File: src/ipk_pkg.sv
// Shared types, constants and the speed-to-unit table for the iambic paddle keyer.
`timescale 1ns / 1ps
package ipk_pkg;

	typedef enum logic [1:0] {
		EL_NONE = 2'd0,
		EL_DIT  = 2'd1,
		EL_DAH  = 2'd2
	} elem_t;

	typedef enum logic [1:0] {
		MODE_PADDLE     = 2'd0,
		MODE_REVERSED   = 2'd1,
		MODE_STRAIGHT   = 2'd2,
		MODE_STRAIGHT_2 = 2'd3
	} mode_t;

	localparam int UNIT_W  = 8;
	localparam int COUNT_W = 10;
	localparam int WPM_W   = 6;

	localparam logic CFG_KEY_MODE = 1'b0;
	localparam logic CFG_WPM      = 1'b1;

	localparam logic [UNIT_W-1:0] UNIT_RESET = 8'd60;

	// Unit length in ms (1200 / wpm), speed clamped to 5..60.
	function automatic logic [UNIT_W-1:0] unit_for_wpm(input logic [WPM_W-1:0] wpm);
		logic [UNIT_W-1:0] u;
		begin
			unique case (wpm)
				6'd0, 6'd1, 6'd2, 6'd3, 6'd4, 6'd5: u = 8'd240;
				6'd6:  u = 8'd200;
				6'd7:  u = 8'd171;
				6'd8:  u = 8'd150;
				6'd9:  u = 8'd133;
				6'd10: u = 8'd120;
				6'd11: u = 8'd109;
				6'd12: u = 8'd100;
				6'd13: u = 8'd92;
				6'd14: u = 8'd85;
				6'd15: u = 8'd80;
				6'd16: u = 8'd75;
				6'd17: u = 8'd70;
				6'd18: u = 8'd66;
				6'd19: u = 8'd63;
				6'd20: u = 8'd60;
				6'd21: u = 8'd57;
				6'd22: u = 8'd54;
				6'd23: u = 8'd52;
				6'd24: u = 8'd50;
				6'd25: u = 8'd48;
				6'd26: u = 8'd46;
				6'd27: u = 8'd44;
				6'd28: u = 8'd42;
				6'd29: u = 8'd41;
				6'd30: u = 8'd40;
				6'd31: u = 8'd38;
				6'd32: u = 8'd37;
				6'd33: u = 8'd36;
				6'd34: u = 8'd35;
				6'd35: u = 8'd34;
				6'd36: u = 8'd33;
				6'd37: u = 8'd32;
				6'd38: u = 8'd31;
				6'd39, 6'd40: u = 8'd30;
				6'd41: u = 8'd29;
				6'd42: u = 8'd28;
				6'd43, 6'd44: u = 8'd27;
				6'd45, 6'd46: u = 8'd26;
				6'd47, 6'd48: u = 8'd25;
				6'd49, 6'd50: u = 8'd24;
				6'd51, 6'd52: u = 8'd23;
				6'd53, 6'd54: u = 8'd22;
				6'd55, 6'd56, 6'd57: u = 8'd21;
				default: u = 8'd20;
			endcase
			return u;
		end
	endfunction

endpackage

File: src/ipk_tick_if.sv
// Request channel carrying one contact sample per tick.
`timescale 1ns / 1ps
interface ipk_tick_if;
	logic valid;
	logic ready;
	logic tip_down;
	logic ring_down;

	modport source (output valid, output tip_down, output ring_down, input ready);
	modport sink (input valid, input tip_down, input ring_down, output ready);
endinterface

File: src/ipk_key_if.sv
// Request channel carrying the key level and started element per tick.
`timescale 1ns / 1ps
interface ipk_key_if;
	logic       valid;
	logic       ready;
	logic       key_level;
	logic [1:0] element_started;

	modport source (output valid, output key_level, output element_started, input ready);
	modport sink (input valid, input key_level, input element_started, output ready);
endinterface

File: src/iambic_paddle_keyer.sv
// Iambic paddle keyer (mode B) with straight-key modes: top level.
// Usage:
//   ticks   : one request per 1 ms tick with the tip and ring contact levels.
//   results : one request per tick with key_level and element_started
//             (0 none, 1 dit, 2 dah).
//   cfg_*   : write port; index 0 key_mode, index 1 words_per_minute.
//             Write only when no tick is in flight.
// Pipeline: one input register, then the keyer update and the result register.
// One tick is taken every cycle while the result register
// is empty or being drained.
// Dit = 1 unit, dah = 3 units, each plus a 1-unit gap; unit = 1200/wpm ticks,
// looked up from a table when the speed is written.
// Reset: paddle mode, 20 wpm (unit 60), keyer idle, both stages empty.
// When results.ready is low with a valid result, the result is held and
// ticks.ready drops; the whole pipe stalls and only cfg writes move keyer state.
`timescale 1ns / 1ps
module iambic_paddle_keyer (
	input  logic                         clk,
	input  logic                         arst_n,
	ipk_tick_if.sink                     ticks,
	ipk_key_if.source                    results,
	input  logic                         cfg_wr_en,
	input  logic                         cfg_index,
	input  logic [ipk_pkg::WPM_W-1:0]    cfg_data
);

	localparam int CW = ipk_pkg::COUNT_W;

	logic advance;
	logic valid_s1, tip_s1, ring_s1;
	logic valid_s2, key_level_s2;
	ipk_pkg::elem_t element_s2;

	ipk_pkg::mode_t             mode_q;
	logic [ipk_pkg::UNIT_W-1:0] unit_q;
	logic                       waiting_q;
	logic [CW-1:0]              tone_q, ready_q;
	ipk_pkg::elem_t             prev_q;
	logic                       ditm_q, dahm_q, squeeze_q, extra_q;

	logic                       waiting_d;
	logic [CW-1:0]              tone_d, ready_d;
	ipk_pkg::elem_t             prev_d, next_el;
	logic                       ditm_d, dahm_d, squeeze_d, extra_d;
	logic                       level_d;

	assign advance        = !valid_s2 || results.ready;
	assign ticks.ready    = advance;
	assign results.valid  = valid_s2;
	assign results.key_level       = key_level_s2;
	assign results.element_started = element_s2;

	always_comb begin
		logic dit, dah, both, gap_done;
		logic [CW-1:0] t1, r1, unit_w, el_tone;
		logic sq1, dm1, hm1, ex1;
		ipk_pkg::elem_t other;
		dit = (mode_q == ipk_pkg::MODE_REVERSED) ? ring_s1 : tip_s1;
		dah = (mode_q == ipk_pkg::MODE_REVERSED) ? tip_s1 : ring_s1;
		both = dit && dah;
		other = (prev_q == ipk_pkg::EL_DIT) ? ipk_pkg::EL_DAH : ipk_pkg::EL_DIT;
		unit_w = CW'(unit_q);

		// Count down and collect paddle memories while an element runs.
		t1  = tone_q;
		r1  = ready_q;
		sq1 = squeeze_q;
		dm1 = ditm_q;
		hm1 = dahm_q;
		ex1 = extra_q;
		if (waiting_q) begin
			if (tone_q != '0) t1 = tone_q - CW'(1);
			if (ready_q != '0) r1 = ready_q - CW'(1);
			sq1 = squeeze_q || both;
			dm1 = ditm_q || (dit && prev_q == ipk_pkg::EL_DAH);
			hm1 = dahm_q || (dah && prev_q == ipk_pkg::EL_DIT);
			ex1 = extra_q || (!dit && !dah && sq1 && t1 != '0);
		end
		gap_done = !waiting_q || r1 == '0;

		waiting_d = waiting_q;
		tone_d    = t1;
		ready_d   = r1;
		prev_d    = prev_q;
		ditm_d    = dm1;
		dahm_d    = hm1;
		squeeze_d = sq1;
		extra_d   = ex1;
		next_el   = ipk_pkg::EL_NONE;
		el_tone   = '0;

		if (gap_done) begin
			priority if (ex1) begin
				extra_d   = 1'b0;
				squeeze_d = 1'b0;
				next_el   = other;
			end else if (both) begin
				squeeze_d = 1'b1;
				next_el   = other;
			end else if (dm1) begin
				next_el = ipk_pkg::EL_DIT;
			end else if (hm1) begin
				next_el = ipk_pkg::EL_DAH;
			end else if (dit) begin
				next_el = ipk_pkg::EL_DIT;
			end else if (dah) begin
				next_el = ipk_pkg::EL_DAH;
			end else begin
				next_el = ipk_pkg::EL_NONE;
			end

			el_tone = (next_el == ipk_pkg::EL_DIT) ? unit_w : (unit_w << 1) + unit_w;
			if (next_el != ipk_pkg::EL_NONE) begin
				if (next_el == ipk_pkg::EL_DIT) ditm_d = 1'b0;
				else dahm_d = 1'b0;
				prev_d    = next_el;
				waiting_d = 1'b1;
				tone_d    = el_tone;
				ready_d   = el_tone + unit_w;
			end else begin
				waiting_d = 1'b0;
				tone_d    = '0;
				ready_d   = '0;
				prev_d    = ipk_pkg::EL_NONE;
				ditm_d    = 1'b0;
				dahm_d    = 1'b0;
				squeeze_d = 1'b0;
				extra_d   = 1'b0;
			end
		end
		level_d = waiting_d && tone_d != '0;
	end

	// Input register
	always_ff @(posedge clk or negedge arst_n) begin
		if (!arst_n) begin
			valid_s1 <= 1'b0;
		end else if (advance) begin
			valid_s1 <= ticks.valid;
		end
	end

	always_ff @(posedge clk) begin
		if (advance) begin
			tip_s1  <= ticks.tip_down;
			ring_s1 <= ticks.ring_down;
		end
	end

	// Keyer state and result register
	always_ff @(posedge clk or negedge arst_n) begin
		if (!arst_n) begin
			valid_s2  <= 1'b0;
			mode_q    <= ipk_pkg::MODE_PADDLE;
			unit_q    <= ipk_pkg::UNIT_RESET;
			waiting_q <= 1'b0;
			tone_q    <= '0;
			ready_q   <= '0;
			prev_q    <= ipk_pkg::EL_NONE;
			ditm_q    <= 1'b0;
			dahm_q    <= 1'b0;
			squeeze_q <= 1'b0;
			extra_q   <= 1'b0;
		end else begin
			if (advance) valid_s2 <= valid_s1;
			if (cfg_wr_en) begin
				unique case (cfg_index)
					ipk_pkg::CFG_KEY_MODE: begin
						mode_q <= ipk_pkg::mode_t'(cfg_data[1:0]);
						if (cfg_data[1:0] != mode_q) begin
							waiting_q <= 1'b0;
							tone_q    <= '0;
							ready_q   <= '0;
							prev_q    <= ipk_pkg::EL_NONE;
							ditm_q    <= 1'b0;
							dahm_q    <= 1'b0;
							squeeze_q <= 1'b0;
							extra_q   <= 1'b0;
						end
					end
					ipk_pkg::CFG_WPM: begin
						unit_q <= ipk_pkg::unit_for_wpm(cfg_data);
					end
				endcase
			end else if (advance && valid_s1) begin
				if (mode_q == ipk_pkg::MODE_PADDLE || mode_q == ipk_pkg::MODE_REVERSED) begin
					waiting_q <= waiting_d;
					tone_q    <= tone_d;
					ready_q   <= ready_d;
					prev_q    <= prev_d;
					ditm_q    <= ditm_d;
					dahm_q    <= dahm_d;
					squeeze_q <= squeeze_d;
					extra_q   <= extra_d;
				end else begin
					waiting_q <= 1'b0;
					tone_q    <= '0;
					ready_q   <= '0;
					prev_q    <= ipk_pkg::EL_NONE;
					ditm_q    <= 1'b0;
					dahm_q    <= 1'b0;
					squeeze_q <= 1'b0;
					extra_q   <= 1'b0;
				end
			end
		end
	end

	always_ff @(posedge clk) begin
		if (advance && valid_s1) begin
			if (mode_q == ipk_pkg::MODE_PADDLE || mode_q == ipk_pkg::MODE_REVERSED) begin
				key_level_s2 <= level_d;
				element_s2   <= next_el;
			end else begin
				key_level_s2 <= (mode_q == ipk_pkg::MODE_STRAIGHT) ? tip_s1 : (tip_s1 || ring_s1);
				element_s2   <= ipk_pkg::EL_NONE;
			end
		end
	end

`ifndef SYNTHESIS
	// An idle keyer has no timers running.
	a_idle_clear: assert property (@(posedge clk) disable iff (!arst_n)
		!waiting_q |-> (tone_q == '0 && ready_q == '0))
		else $error("keyer idle with timers running");

	// The tone never outlasts the element slot.
	a_tone_in_slot: assert property (@(posedge clk) disable iff (!arst_n)
		tone_q <= ready_q)
		else $error("tone longer than element slot");

	// An element starts with the key on.
	a_start_keyed: assert property (@(posedge clk) disable iff (!arst_n)
		(valid_s2 && element_s2 != ipk_pkg::EL_NONE) |-> key_level_s2)
		else $error("element started with key off");

	// A stalled result does not move the keyer.
	a_stall_holds: assert property (@(posedge clk) disable iff (!arst_n)
		(valid_s2 && !results.ready && !cfg_wr_en) |=> $stable(tone_q) && $stable(ready_q))
		else $error("keyer state moved during stall");
`endif

endmodule

File: src/flat_wrapper.sv
// flat-port wrapper written by rule: the top's interface ports become plain ports
module iambic_paddle_keyer_flat 
  (clk, arst_n, cfg_wr_en, cfg_index, cfg_data, ticks_valid, ticks_tip_down, ticks_ring_down, ticks_ready, results_valid, results_key_level, results_element_started, results_ready);
  ipk_tick_if ticks_i ();
  ipk_key_if results_i ();
  input  logic clk;
  input  logic arst_n;
  input  logic cfg_wr_en;
  input  logic cfg_index;
  input  logic [ipk_pkg::WPM_W-1:0] cfg_data;
  input wire logic [$bits(ticks_i.valid)-1:0] ticks_valid;
  input wire logic [$bits(ticks_i.tip_down)-1:0] ticks_tip_down;
  input wire logic [$bits(ticks_i.ring_down)-1:0] ticks_ring_down;
  output wire logic [$bits(ticks_i.ready)-1:0] ticks_ready;
  output wire logic [$bits(results_i.valid)-1:0] results_valid;
  output wire logic [$bits(results_i.key_level)-1:0] results_key_level;
  output wire logic [$bits(results_i.element_started)-1:0] results_element_started;
  input wire logic [$bits(results_i.ready)-1:0] results_ready;
  assign ticks_i.valid = ticks_valid;
  assign ticks_i.tip_down = ticks_tip_down;
  assign ticks_i.ring_down = ticks_ring_down;
  assign ticks_ready = ticks_i.ready;
  assign results_valid = results_i.valid;
  assign results_key_level = results_i.key_level;
  assign results_element_started = results_i.element_started;
  assign results_i.ready = results_ready;
  iambic_paddle_keyer u_core (.clk(clk), .arst_n(arst_n), .ticks(ticks_i), .results(results_i), .cfg_wr_en(cfg_wr_en), .cfg_index(cfg_index), .cfg_data(cfg_data));
endmodule
File: config.mk
export PLATFORM = sky130hd
export DESIGN_NAME = iambic_paddle_keyer_flat
export DESIGN_NICKNAME = d
export VERILOG_FILES = /design/src/ipk_pkg.sv /design/src/ipk_tick_if.sv /design/src/ipk_key_if.sv /design/src/iambic_paddle_keyer.sv /design/src/flat_wrapper.sv
export SDC_FILE = /design/constraint.sdc
export NUM_CORES = 1
export LEC_CHECK = 0
export BUFFER_PORTS_ARGS = -buffer_cell sky130_fd_sc_hd__buf_2
export CAP_MARGIN = 30
export CELL_PAD_IN_SITES_DETAIL_PLACEMENT = 0
export CELL_PAD_IN_SITES_GLOBAL_PLACEMENT = 2
export CORE_MARGIN = 5
export CORE_UTILIZATION = 41
export DETAILED_ROUTE_END_ITERATION = 16
export GPL_TIMING_DRIVEN = 1
export PLACE_DENSITY = 0.87
export SLEW_MARGIN = 25
export SYNTH_ARGS = -nofsm -noshare
export SYNTH_HDL_FRONTEND = slang
export SYNTH_SLANG_ARGS = --single-unit
File: constraint.sdc
create_clock -name clk -period 10.6 [get_ports clk]
set_input_delay 2.12 -clock clk [delete_from_list [all_inputs] [get_ports clk]]
set_output_delay 2.12 -clock clk [all_outputs]
set_load 0.02 [all_outputs]
==> flow_summary.ini, run 1 <==
[synth]
synth_area_per_cell_sq_um = 7.99
netlist.top_cell.by_area = sky130_fd_sc_hd__dfrtp_1
synth_seq_area_share_pct = 27.8
biggest_area_contributors_in_the_synthesized_netlist = sky130_fd_sc_hd__dfrtp_1, sky130_fd_sc_hd__ha_1, sky130_fd_sc_hd__nand2_1
ys_async_sr_fraction_pct = 88.6
synth.net_count = 551
synthFlopType = sky130_fd_sc_hd__dfrtp_1
ys_warn_count = 0
synth_common_cells = sky130_fd_sc_hd__nand2_1, sky130_fd_sc_hd__a21oi_1, sky130_fd_sc_hd__nor2_1
synth_simple_gate_area_share_pct = 23.1
yosys-mux-area-fraction_pct = 4.82
synth.most_common_cell = sky130_fd_sc_hd__nand2_1
synth-compound-area-share_pct = 28.5
synthXorXnorAreaFrac_pct = 2.80
synthCells = 510
synth-seq-cells = 44
synth.lib_cells_used.distinct = 71
mappedNetlistArea_sq_mm = 0.00407
synth_top_area_share_pct = 21.5
adder_and_majority_cell_fraction_of_the_synthesized_area_pct = 8.66
main_combinational_cell_family_by_area_after_synthesis = compound AO/OA/AOI/OAI gates
synth_edf_count = 5

[setup_path]
arrival_ps = 5200
critical_path_required_ps = 10790
category_of_the_most_critical_setup_path = reg2reg
worst-r2r-cell-count = 18
worst_setup_path_end_kind = register
worst_setup_path_start_kind = register
critical_path.max_fanout = 11

[drt]
detail_route.first_pass.iterations = 4
vias = 3822
drt_iter0_drc = 171
routed_wire_length_per_instance_um = 17.5
drtAntennaViolNets = 0
drt-total-wl_um = 11400
drc = 0
detail_routed_via_count_per_cell = 5.90

[final_layout]
insertedDiodeCount = 0
post_layout_utilization_of_the_core_pct = 45.0
post_route_cells_drive_above_1_share_pct = 9.51
finalNetCount = 555
layout-area-overhead-vs-synth_pct = 7.47

[sta]
final_min_period_over_clock_period_pct = 47.3
rsz0062_at_grt = false
finalHoldViolations = 0
max_clock_skew_ps = 11.2
max_slew.worst_pin.slew_ps = 816
totalNegativeSetupSlack_ps = 0
fmax_mhz = 199
slew_headroom_pct = 45.6
slew_viol_final = 0
setup_violations = 0
final_critical_path_time_including_i_o_delays_and_setup_ps = 5020

[min_path]
worstHoldPathType = reg2reg
whs_path_cells = 1

[clocking]
cts_post_setup_buffers_inserted = 0
clock_latency_on_the_worst_skew_pair_ps = 310
cts_htree_levels = 2
cts-hold-fix-buffers = 0
cts_made_buffers = 5
tritoncts = built
post_cts.resized_instances = 0
ctsLongestPathBuffers = 2
cts_root_buf = sky130_fd_sc_hd__clkbuf_8
cts.reportedPaths.clkPinSlew_ps = 110
cts.sinks = 44

[die]
die_area_sq_mm = 0.0120
die_y_um = 110
die_w_um = 110
initial_core_util_pct = 41.9
core-area_sq_mm = 0.00973
boundaryPins = 19
fp-row-count = 36

[global_routing]
wire_length_of_the_first_global_routing_pass_um = 18500
grt-ovfl-total = 0
initial_antenna_violation_count = 0
grt_pass1_vias = 3739
grt_start_max_net_pins = 40
grtUsageTotal_pct = 19.3

[outcome]
run_status = finished, final reports clean

[power_and_ir_drop]
total_leakage_power_nw = 1.94
pd_cells_mw_per_mm2 = 240
vdd_drop_max_mv = 0.0766

[placed_design]
portBuffers = 18
gp_congestion = 0.894
dpl.hpwl_um = 8590

[job]
drv_cap = 0
[cells in the final DEF, fill, tap and decap left out, drive strengths merged, types with 19 or more instances in the layout]
master	netlist	routed
a21oi	43	43
buf	4	21
dfrtp	35	35
ha	25	25
inv	21	22
nand2	58	58
nor2	42	42
nor3	19	19
o21ai	41	41
[cells by family after synthesis]
group / count (synthesis)
XOR/XNOR: 13
multiplexers: 18
AO/OA/AOI/OAI: 174
AND/OR/NAND/NOR: 188
adder cells (fa/ha/maj): 27
flip-flops: 44
buffers and inverters: 46
[report_power, final]
group          switching (W)  internal [W]  leakage (nW)
Sequential         0.0000545      0.000205         0.558
Combinational       0.000395      0.000256          1.33
Clock              0.0000700     0.0000712        0.0548
Total               0.000519      0.000532          1.94
[cell type report]
cell class / count / area [sq um]
Multi-Input combinational cell: 420 / 2770
Inverter: 22 / 82.6
Timing Repair Buffer: 21 / 115
Clock buffer: 5 / 68.8
Clock inverter: 3 / 46.3
Tap cell: 133 / 166
Sequential cell: 44 / 1130
Fill cell: 1022 / 5350
[stage by stage]
step	instance area [sq um]	power, W	instances	worst slack, ps	hold WS, ps
5_1_grt	4380	0.00113	648	5210	537
2_1_floorplan	4070	0.000749	510	6010	453
6_report	4380	0.00105	648	5580	499
3_5_place_dp	4260	0.000900	640	5640	478
3_3_place_gp	4260	0.000901	640	5710	457
4_1_cts	4370	0.00104	648	5590	501
[registers in the layout, summed over array words and instances (netlist names), 2 cells and up]
| signal | count |
|---|---|
| u_core.results.element_started | 2 |
| u_core.ready_q | 10 |
| u_core.tone_q | 10 |
| u_core.mode_q | 2 |
| u_core.prev_q | 2 |
| u_core.unit_q | 8 |
[worst paths after layout]
check                                             start                               end  slack, ps
max                        u_core.tone_q[3]$_DFFE_PN0P_     u_core.ready_q[8]$_DFFE_PN0P_       5580
min                         u_core.valid_s1$_DFFE_PN0N_  u_core.results.valid$_DFFE_PN0N_        500
max reg2reg                u_core.tone_q[3]$_DFFE_PN0P_     u_core.ready_q[8]$_DFFE_PN0P_       5580
min reg2reg                 u_core.valid_s1$_DFFE_PN0N_  u_core.results.valid$_DFFE_PN0N_        500
max in group asynchronous                        arst_n      u_core.unit_q[3]$_DFFE_PN1P_       8440
min in group asynchronous                        arst_n      u_core.tone_q[3]$_DFFE_PN0P_       1770
[worst max-delay path: stages, from the launching register on]
cell and delay, ps:
sky130_fd_sc_hd__dfrtp_1 480, sky130_fd_sc_hd__or4_1 670, sky130_fd_sc_hd__o21a_1 240, sky130_fd_sc_hd__or4_4 450
sky130_fd_sc_hd__or4_4 590, sky130_fd_sc_hd__a211oi_4 350, sky130_fd_sc_hd__or2_1 280, sky130_fd_sc_hd__nand2_1 80
sky130_fd_sc_hd__nand2_1 70, sky130_fd_sc_hd__ha_1 260, sky130_fd_sc_hd__a21o_1 170, sky130_fd_sc_hd__a21oi_1 210
sky130_fd_sc_hd__o21bai_1 90, sky130_fd_sc_hd__a21oi_1 220, sky130_fd_sc_hd__o21bai_1 80, sky130_fd_sc_hd__a21oi_1 170
sky130_fd_sc_hd__a21bo_2 240, sky130_fd_sc_hd__a31oi_1 170, sky130_fd_sc_hd__o21ai_1 70
[routing by layer]
metal | vias to the layer above | GRT usage (%) | wire length, um
met1 | 1825 | 25.9 | 5290
met3 | 13 | 1.76 | 404
met4 | 0 | 5.43 | 167
met5 | - | 0 | 0
met2 | 76 | 33.1 | 5500
li1 | 1908 | - | -
Note: power is estimated with default switching activity, not from simulation.
==> run 2: changes to the inputs <==
--- a/config.mk
+++ b/config.mk
@@ -10,10 +10,10 @@
 export CELL_PAD_IN_SITES_DETAIL_PLACEMENT = 0
 export CELL_PAD_IN_SITES_GLOBAL_PLACEMENT = 2
 export CORE_MARGIN = 5
-export CORE_UTILIZATION = 41
+export CORE_UTILIZATION = 38
 export DETAILED_ROUTE_END_ITERATION = 16
 export GPL_TIMING_DRIVEN = 1
-export PLACE_DENSITY = 0.87
+export PLACE_DENSITY = 0.81
 export SLEW_MARGIN = 25
 export SYNTH_ARGS = -nofsm -noshare
 export SYNTH_HDL_FRONTEND = slang
==> constraint.sdc (replaced) <==
create_clock -name clk -period 5 [get_ports clk]
set_input_delay 1 -clock clk [delete_from_list [all_inputs] [get_ports clk]]
set_output_delay 1 -clock clk [all_outputs]
set_load 0.02 [all_outputs]
==> run 2 against run 1 <==
Die area rose by 7.2%. Total power rose by 110%. Register-to-register slack got worse by 5300 ps. Critical path depth did not move. Global-route usage fell by 0.92 points. Flip-flop and latch count did not move. Sequential share of layout area fell by 0.34 points. Combinational power rose by 120%. Critical endpoint unchanged. Highest routed layer unchanged.
==> flow_summary.ini, run 2 (same netlist as run 1, synthesis figures left out) <==
[global_routing]
grt-ovfl-total = 0
initial_antenna_violation_count = 0
wire_length_of_the_first_global_routing_pass_um = 19300
grt_pass1_vias = 3763
grtUsageTotal_pct = 18.4
grt_start_max_net_pins = 40

[power_and_ir_drop]
pwr-share-seq_pct = 24.0
share_clk_of_total_power_pct = 10.8
vdd_drop_max_mv = 0.203
pd_cells_mw_per_mm2 = 506
total_leakage_power_nw = 1.98
cell_internal_pwr_w = 0.00114
power.net_switching_w = 0.00110
pwr-share-comb_pct = 65.2
switching_share_pct = 49.1

[die]
boundaryPins = 19
fp-row-count = 37
core-area_sq_mm = 0.0104
die_area_sq_mm = 0.0129
initial_core_util_pct = 39.3
die_y_um = 114
die_w_um = 114

[final_layout]
final_common_cell = sky130_fd_sc_hd__nand2_1
layout.filler_cells = 1086
post_route_cells_drive_above_1_share_pct = 12.0
reg.largest.list = u_core.ready_q (10), u_core.tone_q (10), u_core.unit_q (8)
final_cell_mix = sky130_fd_sc_hd__nand2_1, sky130_fd_sc_hd__a21oi_1, sky130_fd_sc_hd__nor2_1
insertedDiodeCount = 0
finalNetCount = 564
multi_input_area_sq_mm = 0.00278
final_cell_count_no_fill = 660
area_used_by_sequential_logic_in_the_layout_sq_mm = 0.00113
postLayoutCellArea_sq_mm = 0.00444
layout-area-overhead-vs-synth_pct = 9.00

[setup_path]
category_of_the_most_critical_setup_path = reg2reg
rr_startpoint = u_core.tone_q[4]$_DFFE_PN0P_
critical_path.max_fanout = 7
worst_setup_path_end_kind = register
critPathLaunch = u_core.tone_q[4]$_DFFE_PN0P_
worst_setup_path_start_kind = register
arrival_ps = 4900
critical_path_required_ps = 5190

[drt]
detail_routed_via_count_per_cell = 5.88
routed_wire_length_per_instance_um = 17.8
drc = 0
drt-total-wl_um = 11800
vias = 3884
drtAntennaViolNets = 0
detail_route.first_pass.iterations = 7
drt_iter0_drc = 275

[sta]
final_critical_path_time_including_i_o_delays_and_setup_ps = 4700
finalHoldViolations = 0
slew_headroom_pct = 53.7
max_clock_skew_ps = 6.98
rsz0062_at_grt = false
fmax_mhz = 213
totalNegativeSetupSlack_ps = 0
max_slew.worst_pin.slew_ps = 692
final_min_period_over_clock_period_pct = 94.1
slew_viol_final = 0
setup_violations = 0

[clocking]
cts_htree_levels = 2
cts_made_buffers = 5
cts_root_buf = sky130_fd_sc_hd__clkbuf_8
cts.reportedPaths.clkPinSlew_ps = 90
cts.sinks = 44
ctsLongestPathBuffers = 2
clock_latency_on_the_worst_skew_pair_ps = 310
tritoncts = built

[placed_design]
portBuffers = 18
gp_congestion = 0.894
dpl.hpwl_um = 8940
placed_cells_incl_taps = 651
dpl-instance-area_sq_mm = 0.00432

[job]
drv_cap = 0

[outcome]
run_status = finished, final reports clean

[min_path]
worstHoldPathType = reg2reg
min_from = u_core.valid_s1$_DFFE_PN0N_
run 2: area by class of cell:
cell class | count | area share (%)
multi-input cells | 420 | 62.6
flip-flops and latches | 44 | 25.5
repair buffers | 30 | 4.11
well taps | 136 | 3.83
clock buffers | 6 | 1.86
inverters | 22 | 1.86
clock inverters | 2 | 0.225
run 2: per-stage QoR:
step                utilization [%]  hold WS [ps]  setup slack [ps]  total power [W]
global placement               41.7           461               265          0.00198
global route                   42.8           541              18.3          0.00243
detailed placement             41.7           470               154          0.00197
finish                         42.8           487               297          0.00224
floorplan                         -           453               410          0.00159
CTS                            42.6           491               141          0.00222
run 2: repair_timing:
action	in CTS	in global routing
endpoints found under the hold margin	0	0
endpoints found under the setup margin	0	3
buffers inserted	0	1
hold buffers	0	0
resized for setup	0	5
run 2: path summary, 6_finish.rpt:
kind / to / slack (ps) / cells after the start
setup / recovery: u_core.ready_q[8]$_DFFE_PN0P_ / 300 / 18
min in group asynchronous: u_core.tone_q[5]$_DFFE_PN0P_ / 670 / 1
max in group asynchronous: u_core.tone_q[0]$_DFFE_PN0P_ / 3940 / 1
setup reg to reg: u_core.ready_q[8]$_DFFE_PN0P_ / 300 / 18
hold reg to reg: u_core.results.valid$_DFFE_PN0N_ / 490 / 1
hold / removal: u_core.results.valid$_DFFE_PN0N_ / 490 / 1
run 2: per-layer routing:
| layer | GRT usage (%) | routed length [um] | vias up |
|---|---|---|---|
| met3 | 2.39 | 509 | 16 |
| met2 | 31.4 | 5640 | 108 |
| li1 | - | - | 1922 |
| met4 | 5.21 | 187 | 0 |
| met5 | 0 | 0 | - |
| met1 | 24.4 | 5420 | 1838 |
run 2: worst max-delay path: stages, from the launching register on:
cell,delay (ps)
sky130_fd_sc_hd__dfrtp_1,440
sky130_fd_sc_hd__or4_4,580
sky130_fd_sc_hd__o21a_1,220
sky130_fd_sc_hd__or4_4,440
sky130_fd_sc_hd__or4_4,590
sky130_fd_sc_hd__a211oi_4,310
sky130_fd_sc_hd__nor2_2,120
sky130_fd_sc_hd__nand2_1,90
sky130_fd_sc_hd__nand2_1,50
sky130_fd_sc_hd__ha_1,330
sky130_fd_sc_hd__a21o_1,170
sky130_fd_sc_hd__a21oi_1,210
sky130_fd_sc_hd__o21bai_1,110
sky130_fd_sc_hd__a21oi_2,190
sky130_fd_sc_hd__o21bai_1,80
sky130_fd_sc_hd__a21oi_1,180
sky130_fd_sc_hd__a21bo_2,240
sky130_fd_sc_hd__a31oi_1,150
sky130_fd_sc_hd__o21ai_1,80
run 2: power groups by stage:
stage	clock [W]	combinational, W	sequential [W]
5_1_grt	0.000259	0.00162	0.000554
6_report	0.000243	0.00146	0.000538
3_3_place_gp	0	0.00144	0.000540
2_1_floorplan	0	0.00108	0.000510
4_1_cts	0.000251	0.00144	0.000536
3_5_place_dp	0	0.00143	0.000543
